<file path="config.mk">
export PLATFORM = sky130hd
export DESIGN_NAME = packet_reorder_buffer
export DESIGN_NICKNAME = d
export VERILOG_FILES = /design/src/rtl/prb_pkg.sv /design/src/rtl/packet_reorder_buffer.sv /design/src/rtl/prb_cell.sv /design/src/rtl/prb_chain.sv
export SDC_FILE = /design/constraint.sdc
export NUM_CORES = 1
export LEC_CHECK = 0
export ABC_AREA = 1
export BUFFER_PORTS_ARGS = -buffer_cell sky130_fd_sc_hd__buf_2
export CELL_PAD_IN_SITES_DETAIL_PLACEMENT = 1
export CELL_PAD_IN_SITES_GLOBAL_PLACEMENT = 1
export CORE_ASPECT_RATIO = 0.5
export CORE_MARGIN = 10
export CORE_UTILIZATION = 24
export CTS_BUF_LIST = sky130_fd_sc_hd__clkbuf_2 sky130_fd_sc_hd__clkbuf_4 sky130_fd_sc_hd__clkbuf_8
export DETAILED_ROUTE_END_ITERATION = 12
export GPL_TIMING_DRIVEN = 0
export PLACE_DENSITY_LB_ADDON = 0.08
export SYNTH_ARGS = -nofsm -noshare
export SYNTH_HDL_FRONTEND = slang
export SYNTH_HIERARCHICAL = 1
export SYNTH_SLANG_ARGS = --single-unit
</file>
<file path="constraint.sdc">
create_clock -name clk -period 4.7 [get_ports clk]
set_input_delay 0.235 -clock clk [delete_from_list [all_inputs] [get_ports clk]]
set_output_delay 0.235 -clock clk [all_outputs]
set_load 0.01 [all_outputs]
</file>
<file path="src/rtl/prb_pkg.sv">
// Shared types and constants for the packet reorder buffer.
package prb_pkg;

    localparam int SEQ_W  = 16;
    localparam int DATA_W = 32;

    localparam logic [SEQ_W-1:0] FIRST_SEQ_RESET = 16'd1;

    typedef enum logic [1:0] {
        STATUS_RELEASED,
        STATUS_LATE,
        STATUS_BEYOND
    } status_t;

    typedef enum logic {
        ST_IDLE,
        ST_RUN
    } state_t;

    typedef struct packed {
        logic shift;
        logic clear;
        logic load;
    } chain_ctrl_t;

endpackage

</file>
<file path="src/rtl/packet_reorder_buffer.sv">
// Packet reorder buffer: releases packets in sequence order from a shifting window of cells.
// Output timing: a drop status or an in-order release is loaded into the output register and
// appears on the master side in the cycle after the input transfer; a parked packet produces no result.
// Throughput: a run of n released packets (n <= WINDOW) leaves one per cycle while m_tready is high,
// set by the single output register; the next input is taken once the run is drained.
// Reset: expected sequence number is 1, all window cells empty, output register empty.
module packet_reorder_buffer
    import prb_pkg::*;
#(
    parameter int WINDOW       = 16,
    parameter int PAYLOAD_BITS = 32
) (
    input  logic        clk,
    input  logic        rst_n,
    // configuration: first_sequence
    input  logic        cfg_valid,
    output logic        cfg_ready,
    input  logic [15:0] cfg_data,
    // input packets
    input  logic        s_tvalid,
    output logic        s_tready,
    input  logic [47:0] s_tdata,   // [15:0] seq_number, [47:16] payload
    // released and dropped packets
    output logic        m_tvalid,
    input  logic        m_tready,
    output logic [47:0] m_tdata,   // [31:0] out_payload, [47:32] out_seq
    output logic [1:0]  m_tuser,   // [1:0] status
    output logic        m_tlast    // last_of_run
);

    localparam int IdxW  = $clog2(WINDOW);
    localparam int KeepW = (PAYLOAD_BITS < DATA_W) ? PAYLOAD_BITS : DATA_W;

    state_t            state_reg;
    state_t            state_next;
    logic [SEQ_W-1:0]  expected_reg;
    logic [SEQ_W-1:0]  expected_next;
    logic              out_valid_reg;
    logic              out_valid_next;
    logic [DATA_W-1:0] out_payload_reg;
    logic [DATA_W-1:0] out_payload_next;
    logic [SEQ_W-1:0]  out_seq_reg;
    logic [SEQ_W-1:0]  out_seq_next;
    status_t           out_status_reg;
    status_t           out_status_next;
    logic              out_last_reg;
    logic              out_last_next;

    chain_ctrl_t       ctrl;
    logic [WINDOW-1:0] valid_vec;
    logic [KeepW-1:0]  head_payload;

    logic [SEQ_W-1:0]  in_seq;
    logic [DATA_W-1:0] in_payload;
    logic [SEQ_W-1:0]  delta;
    logic [IdxW-1:0]   delta_idx;
    logic              is_late;
    logic              is_beyond;
    logic              is_hit;
    logic              is_dup;
    logic              out_free;
    logic              in_fire;
    logic              cfg_fire;

    assign in_seq     = s_tdata[15:0];
    assign in_payload = s_tdata[47:16];
    assign delta      = in_seq - expected_reg;
    assign delta_idx  = delta[IdxW-1:0];
    assign is_late    = delta[SEQ_W-1];
    assign is_beyond  = !delta[SEQ_W-1] && (delta >= SEQ_W'(WINDOW));
    assign is_hit     = (delta == '0);
    assign is_dup     = valid_vec[delta_idx];

    assign out_free  = !out_valid_reg || m_tready;
    assign cfg_ready = (state_reg == ST_IDLE);
    assign s_tready  = (state_reg == ST_IDLE) && out_free && !cfg_valid;
    assign in_fire   = s_tvalid && s_tready;
    assign cfg_fire  = cfg_valid && cfg_ready;

    // next state
    always_comb
    begin
        state_next = state_reg;
        case (state_reg)
            ST_IDLE:
            begin
                if (in_fire && !is_late && !is_beyond && is_hit && valid_vec[1])
                begin
                    state_next = ST_RUN;
                end
            end
            ST_RUN:
            begin
                if (out_free && !valid_vec[1])
                begin
                    state_next = ST_IDLE;
                end
            end
            default:
            begin
                state_next = ST_IDLE;
            end
        endcase
    end

    // chain control, expected counter and output register
    always_comb
    begin
        ctrl             = '0;
        expected_next    = expected_reg;
        out_valid_next   = out_valid_reg && !m_tready;
        out_payload_next = out_payload_reg;
        out_seq_next     = out_seq_reg;
        out_status_next  = out_status_reg;
        out_last_next    = out_last_reg;
        case (state_reg)
            ST_IDLE:
            begin
                if (cfg_fire)
                begin
                    ctrl.clear    = 1'b1;
                    expected_next = cfg_data;
                end
                else if (in_fire)
                begin
                    if (is_late || is_beyond || (!is_hit && is_dup))
                    begin
                        out_valid_next   = 1'b1;
                        out_payload_next = '0;
                        out_seq_next     = in_seq;
                        out_status_next  = is_beyond ? STATUS_BEYOND : STATUS_LATE;
                        out_last_next    = 1'b1;
                    end
                    else if (is_hit)
                    begin
                        // release now; the successor moves into the head cell
                        out_valid_next   = 1'b1;
                        out_payload_next = DATA_W'(in_payload[KeepW-1:0]);
                        out_seq_next     = in_seq;
                        out_status_next  = STATUS_RELEASED;
                        out_last_next    = !valid_vec[1];
                        ctrl.shift       = 1'b1;
                        expected_next    = expected_reg + 16'd1;
                    end
                    else
                    begin
                        ctrl.load = 1'b1;
                    end
                end
            end
            ST_RUN:
            begin
                if (out_free)
                begin
                    out_valid_next   = 1'b1;
                    out_payload_next = DATA_W'(head_payload);
                    out_seq_next     = expected_reg;
                    out_status_next  = STATUS_RELEASED;
                    out_last_next    = !valid_vec[1];
                    ctrl.shift       = 1'b1;
                    expected_next    = expected_reg + 16'd1;
                end
            end
            default:
            begin
                ctrl = '0;
            end
        endcase
    end

    always_ff @(posedge clk or negedge rst_n)
    begin
        if (!rst_n)
        begin
            state_reg     <= ST_IDLE;
            expected_reg  <= FIRST_SEQ_RESET;
            out_valid_reg <= 1'b0;
        end
        else
        begin
            state_reg     <= state_next;
            expected_reg  <= expected_next;
            out_valid_reg <= out_valid_next;
        end
    end

    always_ff @(posedge clk)
    begin
        out_payload_reg <= out_payload_next;
        out_seq_reg     <= out_seq_next;
        out_status_reg  <= out_status_next;
        out_last_reg    <= out_last_next;
    end

    prb_chain #(
        .WINDOW(WINDOW),
        .KEEP_W(KeepW)
    ) u_chain (
        .clk         (clk),
        .rst_n       (rst_n),
        .ctrl        (ctrl),
        .load_idx    (delta_idx),
        .load_data   (in_payload[KeepW-1:0]),
        .valid_vec   (valid_vec),
        .head_payload(head_payload)
    );

    assign m_tvalid = out_valid_reg;
    assign m_tdata  = {out_seq_reg, out_payload_reg};
    assign m_tuser  = out_status_reg;
    assign m_tlast  = out_last_reg;

    // the head cell is only occupied while a run is being drained
    a_idle_head_empty: assert property (@(posedge clk) disable iff (!rst_n)
        (state_reg == ST_IDLE) |-> !valid_vec[0])
        else $error("head cell occupied while idle");

    a_run_head_full: assert property (@(posedge clk) disable iff (!rst_n)
        (state_reg == ST_RUN) |-> valid_vec[0])
        else $error("release run with empty head cell");

    a_shift_advances: assert property (@(posedge clk) disable iff (!rst_n)
        ctrl.shift |=> (expected_reg == $past(expected_reg) + 16'd1))
        else $error("window shifted without advancing expected number");

    a_cfg_clears: assert property (@(posedge clk) disable iff (!rst_n)
        cfg_fire |=> (valid_vec == '0) && (expected_reg == $past(cfg_data)))
        else $error("configuration transfer did not restart the window");

    a_no_overwrite: assert property (@(posedge clk) disable iff (!rst_n)
        (out_valid_reg && !m_tready) |-> !ctrl.shift && !in_fire)
        else $error("result produced while output register stalled");

endmodule

</file>
<file path="src/rtl/prb_cell.sv">
// One slot of the reorder window: valid flag and parked payload.
module prb_cell
    import prb_pkg::*;
#(
    parameter int KEEP_W = 32
) (
    input  logic              clk,
    input  logic              rst_n,
    input  chain_ctrl_t       ctrl,
    input  logic              sel,
    input  logic [KEEP_W-1:0] load_data,
    input  logic              nbr_valid,
    input  logic [KEEP_W-1:0] nbr_payload,
    output logic              valid,
    output logic [KEEP_W-1:0] payload
);

    logic              valid_reg;
    logic              valid_next;
    logic [KEEP_W-1:0] payload_reg;
    logic [KEEP_W-1:0] payload_next;

    always_comb
    begin
        valid_next   = valid_reg;
        payload_next = payload_reg;
        if (ctrl.clear)
        begin
            valid_next = 1'b0;
        end
        else if (ctrl.shift)
        begin
            // take over the neighbor's entry, one step closer to the head
            valid_next   = nbr_valid;
            payload_next = nbr_payload;
        end
        else if (ctrl.load && sel)
        begin
            valid_next   = 1'b1;
            payload_next = load_data;
        end
    end

    always_ff @(posedge clk or negedge rst_n)
    begin
        if (!rst_n)
        begin
            valid_reg <= 1'b0;
        end
        else
        begin
            valid_reg <= valid_next;
        end
    end

    always_ff @(posedge clk)
    begin
        payload_reg <= payload_next;
    end

    assign valid   = valid_reg;
    assign payload = payload_reg;

endmodule

</file>
<file path="src/rtl/prb_chain.sv">
// Row of window cells; cell k holds the packet k ahead of the expected number.
module prb_chain
    import prb_pkg::*;
#(
    parameter int WINDOW = 16,
    parameter int KEEP_W = 32,
    localparam int IdxW  = $clog2(WINDOW)
) (
    input  logic              clk,
    input  logic              rst_n,
    input  chain_ctrl_t       ctrl,
    input  logic [IdxW-1:0]   load_idx,
    input  logic [KEEP_W-1:0] load_data,
    output logic [WINDOW-1:0] valid_vec,
    output logic [KEEP_W-1:0] head_payload
);

    logic [KEEP_W-1:0] payload_arr [WINDOW];
    logic [WINDOW-1:0] nbr_valid;
    logic [KEEP_W-1:0] nbr_payload [WINDOW];

    genvar i;
    generate
        for (i = 0; i < WINDOW; i++)
        begin : g_cell
            if (i == WINDOW - 1)
            begin : g_tail
                // the far end fills with an empty slot on each shift
                assign nbr_valid[i]   = 1'b0;
                assign nbr_payload[i] = '0;
            end
            else
            begin : g_mid
                assign nbr_valid[i]   = valid_vec[i+1];
                assign nbr_payload[i] = payload_arr[i+1];
            end

            prb_cell #(
                .KEEP_W(KEEP_W)
            ) u_cell (
                .clk        (clk),
                .rst_n      (rst_n),
                .ctrl       (ctrl),
                .sel        (load_idx == IdxW'(i)),
                .load_data  (load_data),
                .nbr_valid  (nbr_valid[i]),
                .nbr_payload(nbr_payload[i]),
                .valid      (valid_vec[i]),
                .payload    (payload_arr[i])
            );
        end
    endgenerate

    assign head_payload = payload_arr[0];

endmodule
</file>
==> impl_metrics.toml <==
[global_routing]
grt_pass1_vias = 20600
grt_pass1_wl_mm = 119
grt_max_degree = 49
grtUsageTotal = 0.111
antenna_found_initial = 4
grt-ovfl-total = 0

[timing]
hold_ws_ns = 0.0830
hold_viol = 0
fin_skew_ns = 0.0289
max_freq_mhz = 222
final-setup-viol-count = 0
slew_headroom = 0.252
worst_pin_slew_ns = 1.12
setup_tns_ns = 0
period_share = 0.957
min_period_ns = 4.50
final_max_slew_viol_count = 0
setup_slack_ns = 0.202
rsz0062_at_grt = "no"

[synth]
yosysSeqAreaShare = 0.617
avgSynthCellArea_sq_um = 9.49
syn_inst = 3034
synth.cell_area_sq_mm = 0.0288
ys_warn_count = 6
ys_seq_elements = 597
ys_types = 35

[die]
dieArea_sq_mm = 0.135
die_height_microns = 265
placeableCoreArea_sq_mm = 0.118
num_rows = 89
die_w_microns = 510
initial_core_util = 0.243
ios = 123

[power]
pwr-share-clk = 0.409
combPwrFrac = 0.089
seq_power_share = 0.502
switchingPower_uw = 2990
intPower_uw = 8740
netSwitchingFraction = 0.255
ir_worst_vdd_uv = 178
powerDensity_mw_per_mm2 = 335
leakage_uw = 0.0148

[placed_design]
dp_slack_ns = -0.573
port_buffers = 122
routabilityCongestion = 0.744
dp_hpwl_mm = 58.4

[status]
status = "complete, no violations"

[critical_path]
endpoint_kind = "flop"
path_class = "reg -> reg"
arrival_ns = 4.98
start_kind = "flop"
critPathMaxFanout = 22
cp_data_required_time_ns = 5.18

[run]
drv_cap = 0

[clock_tree]
clockRootBuffer = "clkbuf_8"
clkSinkCount = 597
clk_pin_slew_ns = 0.06
cts-htree-levels = 3
cts_tree = "built"
clock_latency_ns = 0.77
clk_path_buf_depth = 3
cts_inserted_buffers = 101

[route]
drtIter0Drc = 730
drtAntennaViolNets = 0
finalWirelength_mm = 74.4
wl_per_cell_microns = 14.7
num_vias = 19200
drc = 0
viasPerCell = 3.79
dr.pass1.iters = 5

[finish]
nFillCells = 13800
drive_above_1_share = 0.183
final_core_util = 0.296
nNetsFinal = 3470
largest_reg_flops = 512
area_delta_synth_final_pct = 21.6

[min_path]
hold_path_class = "in -> reg"
-- repair_timing --
| item | CTS | global route |
|---|---|---|
| hold endpoints to repair | 367 | 0 |
| gates resized for setup | 3 | 1 |
| buffers inserted | 0 | 2 |
| pin swaps | 0 | 2 |
| cloned | 0 | 0 |
| endpoints found under the setup margin | 512 | 416 |
| hold buffers | 73 | 0 |
-- metrics by stage --
| step | instances | total power [uW] | cell area (sq um) |
|---|---|---|---|
| 3_5_place_dp | 4798 | 7010 | 32200 |
| 4_1_cts | 5059 | 12100 | 35000 |
| 2_1_floorplan | 3066 | 6570 | 28900 |
| 6_report | 5063 | 11700 | 35000 |
| 3_3_place_gp | 4780 | 6980 | 31500 |
| 5_1_grt | 5063 | 12400 | 35000 |
-- final timing paths --
kind | startpoint | endpoint | slack [ns] | depth (start not counted)
setup reg to reg | expected_reg[0]$_DFFE_PN1P_ | u_chain/g_cell[14].u_cell/payload[18]$_DFFE_PP_ | 0.20 | 13
min in group asynchronous | rst_n | state_reg$_DFF_PN0_ | 0.23 | 2
max in group asynchronous | rst_n | u_chain/g_cell[11].u_cell/valid$_DFFE_PN0P_ | 3.77 | 2
hold / removal | s_tdata[23] | u_chain/g_cell[15].u_cell/payload[7]$_DFFE_PP_ | 0.08 | 3
setup / recovery | expected_reg[0]$_DFFE_PN1P_ | u_chain/g_cell[14].u_cell/payload[18]$_DFFE_PP_ | 0.20 | 13
hold reg to reg | u_chain/g_cell[6].u_cell/payload[15]$_DFFE_PP_ | u_chain/g_cell[5].u_cell/payload[15]$_DFFE_PP_ | 0.51 | 2
-- Yosys cell counts (all sizes together) --
| library cell | n | area (sq um) |
|---|---|---|
| xor2 | 8 | 70.1 |
| nand3b | 5 | 37.5 |
| a21oi | 23 | 115 |
| fa | 1 | 20.0 |
| conb | 1 | 3.75 |
| inv | 129 | 604 |
| o21ai | 61 | 305 |
| ha | 16 | 200 |
| dfstp | 1 | 26.3 |
| dfrtp | 33 | 826 |
| nand3 | 84 | 425 |
| nor3 | 5 | 35.0 |
| nor2 | 61 | 253 |
| nand2 | 1893 | 7540 |
| edfxtp | 563 | 16900 |
| xnor2 | 3 | 26.3 |
| nand4 | 10 | 77.6 |
| buf | 118 | 1240 |
| clkbuf | 14 | 52.6 |
| o2111ai | 1 | 15.0 |
| clkinv | 2 | 7.51 |
| and2 | 2 | 12.5 |
-- cell families after synthesis --
family,share of synthesized area
flops,0.617
buf+inv,0.0663
xor+xnor,0.00335
simple gates,0.291
fa+ha+maj,0.00765
other cells,0.000130
compound gates,0.0151
-- critical path, cell delays in order (launching register included) --
cell,delay [ns]
dfstp_2,0.68
ha_1,0.23
fa_1,0.64
inv_1,0.39
nand3_1,0.14
nand3_1,0.10
nand3_1,0.27
nand2_1,0.31
nand3_1,0.18
nor2_4,0.16
buf_12,0.16
nand2_1,0.22
a21oi_4,0.45
buf_16,0.22
-- power by group through the flow --
stage | Clock (uW) | Combinational, uW | Sequential [uW]
final | 4800 | 1050 | 5890
after global routing | 5300 | 1220 | 5890
after CTS | 5100 | 1070 | 5890
after detailed placement | 0 | 1000 | 6000
after global placement | 0 | 973 | 6010
after floorplan | 0 | 569 | 6000
-- layer usage --
| layer | wire length (microns) | part of all wire | global-route usage |
|---|---|---|---|
| met1 | 36500 | 0.49 | 0.150 |
| met2 | 32700 | 0.44 | 0.177 |
| met3 | 3220 | 0.043 | 0.0270 |
| met4 | 1960 | 0.026 | 0.0341 |
| met5 | 24 | 0.00032 | 0 |
-- cell usage in the layout (no fill, tap or decap), types with 4 or more instances in the layout --
| cell type | n |
|---|---|
| buf_6 | 66 |
| conb_1 | 33 |
| nand4_1 | 9 |
| inv_2 | 5 |
| a21oi_4 | 16 |
| bufinv_16 | 4 |
| buf_8 | 16 |
| nand2_2 | 168 |
| ha_1 | 16 |
| clkbuf_1 | 13 |
| clkinv_2 | 8 |
| o21ai_1 | 28 |
| buf_2 | 126 |
| clkinv_1 | 34 |
| clkbuf_8 | 104 |
| nand2_1 | 1723 |
| buf_4 | 32 |
| a21oi_1 | 7 |
| inv_1 | 108 |
| dlygate4sd3_1 | 73 |
| edfxtp_1 | 563 |
| nand3b_1 | 5 |
| nand3_1 | 83 |
| xor2_1 | 7 |
| o21ai_0 | 33 |
| dfrtp_1 | 33 |
| nor2_1 | 58 |
| buf_16 | 17 |
| clkbuf_4 | 35 |
| inv_8 | 16 |
-- layout make-up --
class	count	area (sq um)	share of cell area
Buffer	132	1300	0.0371
Timing Repair Buffer	215	1870	0.0534
Clock inverter	50	338	0.00965
Tap cell	1592	1990	0.0569
Sequential cell	597	17800	0.507
Multi-Input combinational cell	2206	9460	0.270
Clock buffer	138	1690	0.0482
Inverter	131	612	0.0175
Antenna cell	2	5.00	0.000143
No activity file was read; power rests on OpenSTA's default activity.
